$ cat src/rtl/i2cm_pkg.sv
// Shared types and constants of the I2C byte-level master sequencer.
`default_nettype none
package i2cm_pkg;

    localparam int BITS_PER_BYTE = 8;
    localparam int BIT_W         = 3;
    localparam int CFG_W         = 10;
    localparam int CFG_IDX_W     = 2;
    localparam int TDATA_W       = 16;

    localparam logic [CFG_IDX_W-1:0] CFG_COND_HOLD   = 2'd0;
    localparam logic [CFG_IDX_W-1:0] CFG_DATA_SETUP  = 2'd1;
    localparam logic [CFG_IDX_W-1:0] CFG_CLOCK_PULSE = 2'd2;

    localparam logic [CFG_W-1:0] COND_HOLD_RST   = 10'd60;
    localparam logic [CFG_W-1:0] DATA_SETUP_RST  = 10'd100;
    localparam logic [CFG_W-1:0] CLOCK_PULSE_RST = 10'd10;

    localparam logic [2:0] PH0 = 3'd0;
    localparam logic [2:0] PH1 = 3'd1;
    localparam logic [2:0] PH2 = 3'd2;
    localparam logic [2:0] PH3 = 3'd3;

    typedef enum logic [2:0] {
        CMD_NONE  = 3'd0,
        CMD_START = 3'd1,
        CMD_STOP  = 3'd2,
        CMD_SEND  = 3'd3,
        CMD_RECV  = 3'd4,
        CMD_GACK  = 3'd5,
        CMD_ASLOT = 3'd6
    } t_cmd;

    typedef struct packed {
        logic                     sda_in;
        logic [BITS_PER_BYTE-1:0] write_byte;
        logic [2:0]               command;
    } t_item;

    typedef struct packed {
        logic [BITS_PER_BYTE-1:0] read_byte;
        logic                     done_res;
        logic                     busy_res;
        logic                     sda_out;
        logic                     scl_out;
    } t_result;

endpackage
`default_nettype wire

$ cat src/rtl/i2cm_fifo.sv
// Two-entry queue with registered head, used on both sides of the sequencer.
`default_nettype none
module i2cm_fifo #(
    parameter int WIDTH = 12
) (
    input  wire logic             i_clk,
    input  wire logic             i_rst_n,
    input  wire logic             i_valid,
    output logic                  o_ready,
    input  wire logic [WIDTH-1:0] i_data,
    output logic                  o_valid,
    input  wire logic             i_ready,
    output logic [WIDTH-1:0]      o_data
);

    logic [1:0]       r_count;
    logic [1:0]       n_count;
    logic [WIDTH-1:0] r_head;
    logic [WIDTH-1:0] n_head;
    logic [WIDTH-1:0] r_tail;
    logic [WIDTH-1:0] n_tail;
    logic             w_push;
    logic             w_pop;

    assign o_ready = (r_count != 2'd2);
    assign o_valid = (r_count != 2'd0);
    assign o_data  = r_head;
    assign w_push  = i_valid && o_ready;
    assign w_pop   = o_valid && i_ready;

    always_comb begin
        n_count = r_count;
        n_head  = r_head;
        n_tail  = r_tail;
        case (r_count)
            2'd0: begin
                if (w_push) begin
                    n_head  = i_data;
                    n_count = 2'd1;
                end
            end
            2'd1: begin
                if (w_push && w_pop) begin
                    n_head = i_data;
                end else if (w_push) begin
                    n_tail  = i_data;
                    n_count = 2'd2;
                end else if (w_pop) begin
                    n_count = 2'd0;
                end
            end
            2'd2: begin
                if (w_pop) begin
                    n_head  = r_tail;
                    n_count = 2'd1;
                end
            end
            default: begin
                n_count = 2'd0;
            end
        endcase
    end

    always_ff @(posedge i_clk) begin
        if (!i_rst_n) begin
            r_count <= 2'd0;
        end else begin
            r_count <= n_count;
        end
        r_head <= n_head;
        r_tail <= n_tail;
    end

    assert property (@(posedge i_clk) disable iff (!i_rst_n)
        (r_count == 2'd0) |=> (r_count != 2'd2))
        else $error("Queue filled two entries in one cycle.");

    assert property (@(posedge i_clk) disable iff (!i_rst_n)
        (w_pop && !w_push && r_count == 2'd2) |=> (r_head == $past(r_tail)))
        else $error("Queue head did not advance to the second entry.");

endmodule
`default_nettype wire

$ cat src/rtl/i2cm_seq.sv
// Bus sequencer that turns one tick item into the line levels and status of that tick.
`default_nettype none
module i2cm_seq #(
    parameter int COUNT_WIDTH = 10
) (
    input  wire logic                             i_clk,
    input  wire logic                             i_rst_n,
    input  wire logic                             i_cfg_we,
    input  wire logic [i2cm_pkg::CFG_IDX_W-1:0]   i_cfg_idx,
    input  wire logic [i2cm_pkg::CFG_W-1:0]       i_cfg_data,
    input  wire logic                             i_step,
    input  wire i2cm_pkg::t_item                  i_item,
    output i2cm_pkg::t_result                     o_result
);

    localparam int HW = (COUNT_WIDTH > i2cm_pkg::CFG_W) ? COUNT_WIDTH : i2cm_pkg::CFG_W;
    localparam logic [HW-1:0] COUNT_MAX = HW'({COUNT_WIDTH{1'b1}});
    localparam int BYTE_MSB = i2cm_pkg::BITS_PER_BYTE - 1;

    logic [i2cm_pkg::CFG_W-1:0] r_cond_hold;
    logic [i2cm_pkg::CFG_W-1:0] r_data_setup;
    logic [i2cm_pkg::CFG_W-1:0] r_clock_pulse;

    i2cm_pkg::t_cmd                     r_act;
    i2cm_pkg::t_cmd                     n_act;
    logic [2:0]                         r_phase;
    logic [2:0]                         n_phase;
    logic [i2cm_pkg::BIT_W-1:0]         r_bit;
    logic [i2cm_pkg::BIT_W-1:0]         n_bit;
    logic [COUNT_WIDTH-1:0]             r_tc;
    logic [COUNT_WIDTH-1:0]             n_tc;
    logic [i2cm_pkg::BITS_PER_BYTE-1:0] r_shift;
    logic [i2cm_pkg::BITS_PER_BYTE-1:0] n_shift;
    logic                               r_scl;
    logic                               n_scl;
    logic                               r_sda;
    logic                               n_sda;

    logic                               v_done;
    logic [i2cm_pkg::BITS_PER_BYTE-1:0] v_rbyte;
    logic [i2cm_pkg::CFG_W-1:0]         v_hold;
    logic [HW-1:0]                      v_hold_ext;
    logic [COUNT_WIDTH-1:0]             v_tc1;
    logic                               v_last;

    always_comb begin
        n_act   = r_act;
        n_phase = r_phase;
        n_bit   = r_bit;
        n_tc    = r_tc;
        n_shift = r_shift;
        n_scl   = r_scl;
        n_sda   = r_sda;
        v_done  = 1'b0;
        v_rbyte = '0;
        v_hold  = r_clock_pulse;
        v_hold_ext = '0;
        v_tc1   = '0;
        v_last  = 1'b0;

        if (r_act == i2cm_pkg::CMD_NONE && i_item.command >= i2cm_pkg::CMD_START
                && i_item.command <= i2cm_pkg::CMD_ASLOT) begin
            n_act   = i2cm_pkg::t_cmd'(i_item.command);
            n_bit   = '0;
            n_phase = i2cm_pkg::PH0;
            n_tc    = '0;
            if (n_act == i2cm_pkg::CMD_SEND) begin
                n_shift = i_item.write_byte;
            end else if (n_act == i2cm_pkg::CMD_RECV) begin
                n_shift = '0;
            end
            case (n_act)
                i2cm_pkg::CMD_START: begin
                    n_sda = 1'b1;
                end
                i2cm_pkg::CMD_STOP: begin
                    n_sda = 1'b0;
                end
                i2cm_pkg::CMD_GACK: begin
                    n_scl = 1'b0;
                    n_sda = 1'b0;
                end
                default: begin
                    n_scl = 1'b0;
                end
            endcase
        end

        if (n_act != i2cm_pkg::CMD_NONE) begin
            v_tc1 = n_tc + COUNT_WIDTH'(1);
            case (n_act)
                i2cm_pkg::CMD_START, i2cm_pkg::CMD_STOP: begin
                    v_hold = r_cond_hold;
                end
                i2cm_pkg::CMD_SEND: begin
                    v_hold = (n_phase == i2cm_pkg::PH1) ? r_data_setup : r_clock_pulse;
                end
                i2cm_pkg::CMD_RECV, i2cm_pkg::CMD_ASLOT: begin
                    v_hold = (n_phase == i2cm_pkg::PH0) ? r_data_setup : r_clock_pulse;
                end
                default: begin
                    v_hold = r_clock_pulse;
                end
            endcase
            v_hold_ext = (v_hold == '0) ? HW'(1) : HW'(v_hold);
            if (v_hold_ext > COUNT_MAX) begin
                v_hold_ext = COUNT_MAX;
            end
            n_tc = v_tc1;
            if (HW'(v_tc1) >= v_hold_ext) begin
                v_last = (n_bit == i2cm_pkg::BIT_W'(BYTE_MSB));
                n_tc   = '0;
                case (n_act)
                    i2cm_pkg::CMD_START: begin
                        if (n_phase < i2cm_pkg::PH3) begin
                            n_phase = n_phase + 3'd1;
                            case (n_phase)
                                i2cm_pkg::PH1: n_scl = 1'b1;
                                i2cm_pkg::PH2: n_sda = 1'b0;
                                default:       n_scl = 1'b0;
                            endcase
                        end else begin
                            v_done = 1'b1;
                        end
                    end
                    i2cm_pkg::CMD_STOP: begin
                        if (n_phase < i2cm_pkg::PH3) begin
                            n_phase = n_phase + 3'd1;
                            case (n_phase)
                                i2cm_pkg::PH1: n_scl = 1'b1;
                                i2cm_pkg::PH2: n_sda = 1'b1;
                                default:       n_scl = 1'b0;
                            endcase
                        end else begin
                            v_done = 1'b1;
                        end
                    end
                    i2cm_pkg::CMD_SEND: begin
                        if (n_phase < i2cm_pkg::PH3) begin
                            n_phase = n_phase + 3'd1;
                            if (n_phase == i2cm_pkg::PH1) begin
                                n_sda = n_shift[BYTE_MSB];
                            end else begin
                                n_scl = (n_phase == i2cm_pkg::PH2);
                            end
                        end else begin
                            n_shift = {n_shift[BYTE_MSB-1:0], 1'b0};
                            if (v_last) begin
                                v_done = 1'b1;
                            end else begin
                                n_bit   = n_bit + i2cm_pkg::BIT_W'(1);
                                n_phase = i2cm_pkg::PH1;
                                n_sda   = n_shift[BYTE_MSB];
                            end
                        end
                    end
                    i2cm_pkg::CMD_RECV: begin
                        if (n_phase == i2cm_pkg::PH0) begin
                            n_shift = {n_shift[BYTE_MSB-1:0], i_item.sda_in};
                            n_phase = i2cm_pkg::PH1;
                            n_scl   = 1'b1;
                        end else begin
                            n_scl = 1'b0;
                            if (v_last) begin
                                n_sda  = 1'b1;
                                v_done = 1'b1;
                            end else begin
                                n_bit   = n_bit + i2cm_pkg::BIT_W'(1);
                                n_phase = i2cm_pkg::PH0;
                            end
                        end
                    end
                    i2cm_pkg::CMD_GACK: begin
                        if (n_phase == i2cm_pkg::PH0) begin
                            n_phase = i2cm_pkg::PH1;
                            n_scl   = 1'b1;
                        end else begin
                            n_scl  = 1'b0;
                            n_sda  = 1'b1;
                            v_done = 1'b1;
                        end
                    end
                    default: begin
                        if (n_phase == i2cm_pkg::PH0) begin
                            n_phase = i2cm_pkg::PH1;
                            n_scl   = 1'b1;
                        end else begin
                            n_scl  = 1'b0;
                            v_done = 1'b1;
                        end
                    end
                endcase
                if (v_done) begin
                    if (n_act == i2cm_pkg::CMD_RECV) begin
                        v_rbyte = n_shift;
                    end
                    n_act   = i2cm_pkg::CMD_NONE;
                    n_phase = i2cm_pkg::PH0;
                    n_bit   = '0;
                    n_tc    = '0;
                end
            end
        end

        o_result.scl_out   = n_scl;
        o_result.sda_out   = n_sda;
        o_result.busy_res  = (n_act != i2cm_pkg::CMD_NONE);
        o_result.done_res  = v_done;
        o_result.read_byte = v_rbyte;
    end

    always_ff @(posedge i_clk) begin
        if (!i_rst_n) begin
            r_cond_hold   <= i2cm_pkg::COND_HOLD_RST;
            r_data_setup  <= i2cm_pkg::DATA_SETUP_RST;
            r_clock_pulse <= i2cm_pkg::CLOCK_PULSE_RST;
        end else if (i_cfg_we) begin
            case (i_cfg_idx)
                i2cm_pkg::CFG_COND_HOLD:   r_cond_hold   <= i_cfg_data;
                i2cm_pkg::CFG_DATA_SETUP:  r_data_setup  <= i_cfg_data;
                i2cm_pkg::CFG_CLOCK_PULSE: r_clock_pulse <= i_cfg_data;
                default: begin
                end
            endcase
        end
    end

    always_ff @(posedge i_clk) begin
        if (!i_rst_n) begin
            r_act   <= i2cm_pkg::CMD_NONE;
            r_phase <= i2cm_pkg::PH0;
            r_bit   <= '0;
            r_tc    <= '0;
            r_shift <= '0;
            r_scl   <= 1'b1;
            r_sda   <= 1'b1;
        end else if (i_step) begin
            r_act   <= n_act;
            r_phase <= n_phase;
            r_bit   <= n_bit;
            r_tc    <= n_tc;
            r_shift <= n_shift;
            r_scl   <= n_scl;
            r_sda   <= n_sda;
        end
    end

    assert property (@(posedge i_clk) disable iff (!i_rst_n)
        (i_step && o_result.done_res) |=> (r_act == i2cm_pkg::CMD_NONE && r_phase == i2cm_pkg::PH0))
        else $error("Sequencer did not return to idle after completion.");

    assert property (@(posedge i_clk) disable iff (!i_rst_n)
        (r_act == i2cm_pkg::CMD_NONE) |-> (r_tc == '0 && r_bit == '0))
        else $error("Idle sequencer holds a stale counter.");

    assert property (@(posedge i_clk) disable iff (!i_rst_n)
        !i_step |=> ($stable(r_act) && $stable(r_tc) && $stable(r_shift) && $stable(r_scl)))
        else $error("Sequencer state moved without a tick.");

    assert property (@(posedge i_clk) disable iff (!i_rst_n)
        (i_step && o_result.read_byte != '0) |-> o_result.done_res)
        else $error("Received byte shown outside a completion tick.");

endmodule
`default_nettype wire

$ cat src/rtl/i2c_bit_level_master_top.sv
// Top level of the I2C byte-level master sequencer with its tick and result streams.
//
// Each transaction on the s_axis side is one timer tick carrying a command, a byte to
// send and the sampled SDA level; each tick yields exactly one result transaction on the
// m_axis side with the SCL and SDA drive levels, busy, done and the received byte.
// Commands arriving while a command is in progress are ignored, as is code 7.
// A two-entry input queue takes ticks, the sequencer consumes one per cycle while the
// output queue has room, and a two-entry output queue holds results, so one tick per
// cycle is sustained while m_axis_tready stays high. The three timing registers are
// written through i_cfg_we, i_cfg_idx and i_cfg_data; the user must write them only
// while the block is idle, which the block does not enforce; an index beyond the list is ignored.
// Synchronous reset restores the timing registers to 60, 100 and 10 ticks, idles the
// sequencer with both lines released and empties both queues.
// When the result receiver stalls, the output queue fills, the sequencer holds its
// state, and s_axis_tready drops once the input queue is full; nothing is lost.
`default_nettype none
module i2c_bit_level_master_top #(
    parameter int COUNT_WIDTH = 10
) (
    input  wire logic                           i_clk,
    input  wire logic                           i_rst_n,
    input  wire logic                           s_axis_tvalid,
    output logic                                s_axis_tready,
    // command [2:0], write_byte [10:3], sda_in [11], zero [15:12]
    input  wire logic [i2cm_pkg::TDATA_W-1:0]   s_axis_tdata,
    output logic                                m_axis_tvalid,
    input  wire logic                           m_axis_tready,
    // scl_out [0], sda_out [1], busy_res [2], done_res [3], read_byte [11:4], zero [15:12]
    output logic [i2cm_pkg::TDATA_W-1:0]        m_axis_tdata,
    input  wire logic                           i_cfg_we,
    input  wire logic [i2cm_pkg::CFG_IDX_W-1:0] i_cfg_idx,
    input  wire logic [i2cm_pkg::CFG_W-1:0]     i_cfg_data
);

    localparam int ITEM_W = $bits(i2cm_pkg::t_item);
    localparam int RES_W  = $bits(i2cm_pkg::t_result);

    i2cm_pkg::t_item   w_in_item;
    i2cm_pkg::t_item   w_q_item;
    logic [ITEM_W-1:0] w_q_data;
    logic              w_q_valid;
    logic              w_res_ready;
    logic              w_step;
    i2cm_pkg::t_result w_result;
    logic [RES_W-1:0]  w_out_data;

    assign w_in_item = i2cm_pkg::t_item'(s_axis_tdata[ITEM_W-1:0]);
    assign w_q_item  = i2cm_pkg::t_item'(w_q_data);
    assign w_step    = w_q_valid && w_res_ready;

    i2cm_fifo #(
        .WIDTH(ITEM_W)
    ) u_in_queue (
        .i_clk  (i_clk),
        .i_rst_n(i_rst_n),
        .i_valid(s_axis_tvalid),
        .o_ready(s_axis_tready),
        .i_data (w_in_item),
        .o_valid(w_q_valid),
        .i_ready(w_res_ready),
        .o_data (w_q_data)
    );

    i2cm_seq #(
        .COUNT_WIDTH(COUNT_WIDTH)
    ) u_seq (
        .i_clk     (i_clk),
        .i_rst_n   (i_rst_n),
        .i_cfg_we  (i_cfg_we),
        .i_cfg_idx (i_cfg_idx),
        .i_cfg_data(i_cfg_data),
        .i_step    (w_step),
        .i_item    (w_q_item),
        .o_result  (w_result)
    );

    i2cm_fifo #(
        .WIDTH(RES_W)
    ) u_out_queue (
        .i_clk  (i_clk),
        .i_rst_n(i_rst_n),
        .i_valid(w_q_valid),
        .o_ready(w_res_ready),
        .i_data (w_result),
        .o_valid(m_axis_tvalid),
        .i_ready(m_axis_tready),
        .o_data (w_out_data)
    );

    assign m_axis_tdata = {{(i2cm_pkg::TDATA_W - RES_W){1'b0}}, w_out_data};

endmodule
`default_nettype wire
$ cat config.mk
export PLATFORM = sky130hd
export DESIGN_NAME = i2c_bit_level_master_top
export DESIGN_NICKNAME = d
export VERILOG_FILES = /design/src/rtl/i2cm_pkg.sv /design/src/rtl/i2cm_fifo.sv /design/src/rtl/i2cm_seq.sv /design/src/rtl/i2c_bit_level_master_top.sv
export SDC_FILE = /design/constraint.sdc
export NUM_CORES = 1
export LEC_CHECK = 0
export BUFFER_PORTS_ARGS = -buffer_cell sky130_fd_sc_hd__buf_2
export CORE_ASPECT_RATIO = 1.1
export CORE_MARGIN = 2
export CORE_UTILIZATION = 55
export DETAILED_ROUTE_END_ITERATION = 10
export PLACE_DENSITY = 0.74
export SETUP_SLACK_MARGIN = 0.4
export SLEW_MARGIN = 20
export SYNTH_ARGS = -nofsm -noshare
export SYNTH_HDL_FRONTEND = slang
export SYNTH_HIERARCHICAL = 1
export SYNTH_SLANG_ARGS = --single-unit
$ cat constraint.sdc
create_clock -name i_clk -period 6.9 [get_ports i_clk]
set_input_delay 1.725 -clock i_clk [delete_from_list [all_inputs] [get_ports i_clk]]
set_output_delay 1.725 -clock i_clk [all_outputs]
set_load 0.01 [all_outputs]
==> reports/metrics.cfg <==
[clock_network]
clk_latency_ns=0.35
cts_setup_buffers=0
cts-resized-gates=0
cts_tree=done
clockBufferDepth=2
cts.sinks=111
cts_htree_levels=3
holdBufCountCts=0
cts-root-buf=clkbuf_16
cts_made_buffers=9
clk_pin_slew_ns=0.07

[critical_path]
r2r_start=u_in_queue/o_data[2]
cp.arrival_ns=5.87
start_kind=flop
critPathCaptureType=flop
worstSetupPathType=reg -> reg
worstPathMaxFanout=17
critPathLaunch=u_in_queue/o_data[2]
required_ns=7.00

[detailed_routing]
wl_per_cell_um=16.5
avgViaCountPerCell=6.11
routed_wl_um=13100
drt-initial-drc-count=531
dr.pass1.iters=7
vias=4883
drc=0
antenna_left=0

[final_layout]
syn_to_final_growth_pct=9.29
multiInputGateArea_mm2=0.00304
antenna_cells=0
fillerInstances=852
register_area_mm2=0.00270
drive_gt1_share_pct=17.8
fin_nets=699
fin_util_pct=62.4

[global_route]
grt_pass1_vias=4720
grt_first_pass_wirelength_um=22300
grt_start_max_net_pins=31
antenna_found_initial=0
grt_usage_pct=23.1
grt_overflow_total=0

[power]
ir_drop_uv=138
intPower_mw=1.07
seqPwrFrac_pct=50.5
power.switching_uw=363
switching_share_pct=25.4
pwr-share-comb_pct=14.2
power_leakage_nw=2.46
clkPwrFrac_pct=35.2
p_per_area_mw_per_mm2=219

[floorplan]
die-height_um=113
fp.dieW_um=104
core_mm2=0.0105
initial_utilization_pct=57.1
dieArea_mm2=0.0118
ios=51
row_count=39

[sta]
setup_violations=0
grt_setup_unrepaired=false
final_hold_viol_count=0
timing.slew.headroom_pct=34.2
setup_tns_ns=0
maxSlewViolCount=0
min_period_ns=5.77
fin_skew_ns=0.00902
timing.final.crit_share_pct=83.7
worst_slew_pin_slew_ns=0.985
fmaxAchievable_mhz=173

[run_status]
status=finished clean

[synth]
synth_simple_gate_area_share_pct=19.8
synth_area_per_cell_um2=9.62
synth-xor-area-share_pct=0.877
seq_area_frac_synth_pct=45.1
synth-compound-area-share_pct=17.7
yosysWarnings=6
synthAdderAreaFrac_pct=3.13
synth.distinct_cells=82
ys_seq_elements=111
async_flop_share_pct=0
synth.area.mux_share_pct=8.87
syn_area_mm2=0.00599
synth_top_family_by_area=simple AND/OR/NAND/NOR gates
synth_edf_count=48
synth-main-ff-cell=dfxtp_1
syn_inst=623

[hold_path]
worst_hold_path_type=reg -> reg
worstHoldStart=u_seq/r_cond_hold[1]

[placed_design]
place.detailed.hpwl_um=9280
port_buffers=42
place.gp.congestion=0.963

[run]
drv_cap=0

## layer usage
layer	part of all wire [%]	global-route usage, %
met1	44	30.3
met2	47	38.1
met3	7.1	4.00
met4	1.9	9.82
met5	0	0
## logic make-up after synthesis
group | Yosys count
other | 1
buffers and inverters | 52
DFF | 111
AOI/OAI and AO/OA | 142
xor gates and xnor gates | 6
and+or+nand+nor | 252
adders and majority gates | 15
muxes | 44
## cells in the mapped netlist (4+ instances only)
library cell	number	area share, %
a211oi_1	5	0.63
a21oi_1	39	3.3
a222oi_1	10	1.7
a22oi_1	6	0.75
a311oi_1	7	1.0
a31oi_1	4	0.42
a32oi_1	4	0.58
and2_1	7	0.73
and3_1	4	0.42
buf_2	7	0.58
buf_4	7	0.88
clkbuf_1	21	1.3
dfxtp_1	63	21
edfxtp_1	48	24
ha_1	15	3.1
inv_1	10	0.63
mux2_2	9	1.7
mux2_4	16	4.0
mux2i_1	19	3.2
nand2_1	101	6.3
nand2b_1	7	0.73
nand3_1	24	2.0
nand4_1	4	0.42
nor2_1	59	3.7
nor2b_1	7	0.73
nor3_1	8	0.67
nor3b_1	6	0.75
o21ai_0	17	1.4
xnor2_1	4	0.58
## flip-flops by register name (all words and copies together) (netlist names)
signal and cells:
u_out_queue/r_tail 12, u_seq/r_phase 3, u_seq/r_tc 10, u_seq/r_act 3
u_seq/r_clock_pulse 10, u_seq/r_bit 3, u_seq/r_data_setup 10, u_out_queue/r_count 2
u_out_queue/o_data 12, u_seq/r_scl 1, u_in_queue/r_count 2, u_in_queue/o_data 12
u_seq/r_cond_hold 10, u_seq/r_sda 1, u_in_queue/r_tail 12, u_seq/r_shift 8
## power groups by stage
stage / clock network (mW) / logic, mW / registers (mW)
2_1_floorplan: 0 / 0.148 / 0.732
3_3_place_gp: 0 / 0.195 / 0.737
3_5_place_dp: 0 / 0.200 / 0.738
4_1_cts: 0.519 / 0.201 / 0.723
5_1_grt: 0.543 / 0.225 / 0.726
6_report: 0.504 / 0.204 / 0.724
## placed cells by master (no fill, tap or decap), types with 3 or more instances in the layout
master and instances:
a311oi_1 7, a32oi_1 4, or2_2 3, a21oi_1 39, mux2_4 16, nor3_1 8
edfxtp_1 48, buf_2 42, o211ai_1 3, ha_1 15, nor2_1 59, or3_1 3
a21boi_0 3, conb_1 4, nand3_1 24, a211oi_1 5, nand2b_1 7, and3_1 4
a211o_1 3, clkbuf_16 9, dfxtp_1 63, a222oi_1 10, nor2b_1 7, a41oi_1 3
buf_4 13, o21ai_0 17, nand3b_1 3, nand2_1 101, and2_1 7, xnor2_1 4
mux2i_1 19, clkbuf_1 3, mux2_2 9, nand4_1 4, a22oi_1 6, inv_1 9
a31oi_1 4, nor3b_1 6
## through the flow
step	total power, mW	area, um2	hold slack (ns)	worst slack, ns	instances
detailed placement	0.938	6270	0.451	1.30	783
CTS	1.44	6550	0.462	1.28	799
finish	1.43	6550	0.460	1.13	799
floorplan	0.881	6010	0.436	2.00	626
global route	1.49	6550	0.487	0.849	799
global placement	0.932	6270	0.441	1.39	783
## worst max-delay path: stages, from the launching register on
cell and delay, ns:
edfxtp_1 0.65, or3_1 0.31, nand3_1 0.16, nand2_1 0.17, ha_1 0.40, nor2b_1 0.19, o21ai_0 0.18, nand2b_1 0.15
o221ai_2 0.23, a222oi_1 0.65, nand4_1 0.20, o31ai_1 0.31, ha_1 0.27, or3b_2 0.43, o2111ai_1 0.12, a31o_2 0.24
a211oi_1 0.08, buf_4 0.20, nand3_1 0.08, buf_4 0.14, nor2_1 0.07, mux2_4 0.26
## path summary, 6_finish.rpt
path	to	slack [ns]	depth (start not counted)
worst max-delay path	u_out_queue/o_data[4]	1.13	21
worst min-delay path	u_seq/r_cond_hold[1]	0.46	2
worst max register to register	u_out_queue/o_data[4]	1.13	21
worst min register to register	u_seq/r_cond_hold[1]	0.46	2
## cell type report
cell class / instances / share of cell area, %
Clock buffer: 13 / 3.69
Tap cell: 143 / 2.73
Inverter: 11 / 0.630
Sequential cell: 111 / 41.3
Clock inverter: 3 / 0.668
Multi-Input combinational cell: 463 / 46.3
Timing Repair Buffer: 55 / 4.70
Note: power is estimated with default switching activity, not from simulation.
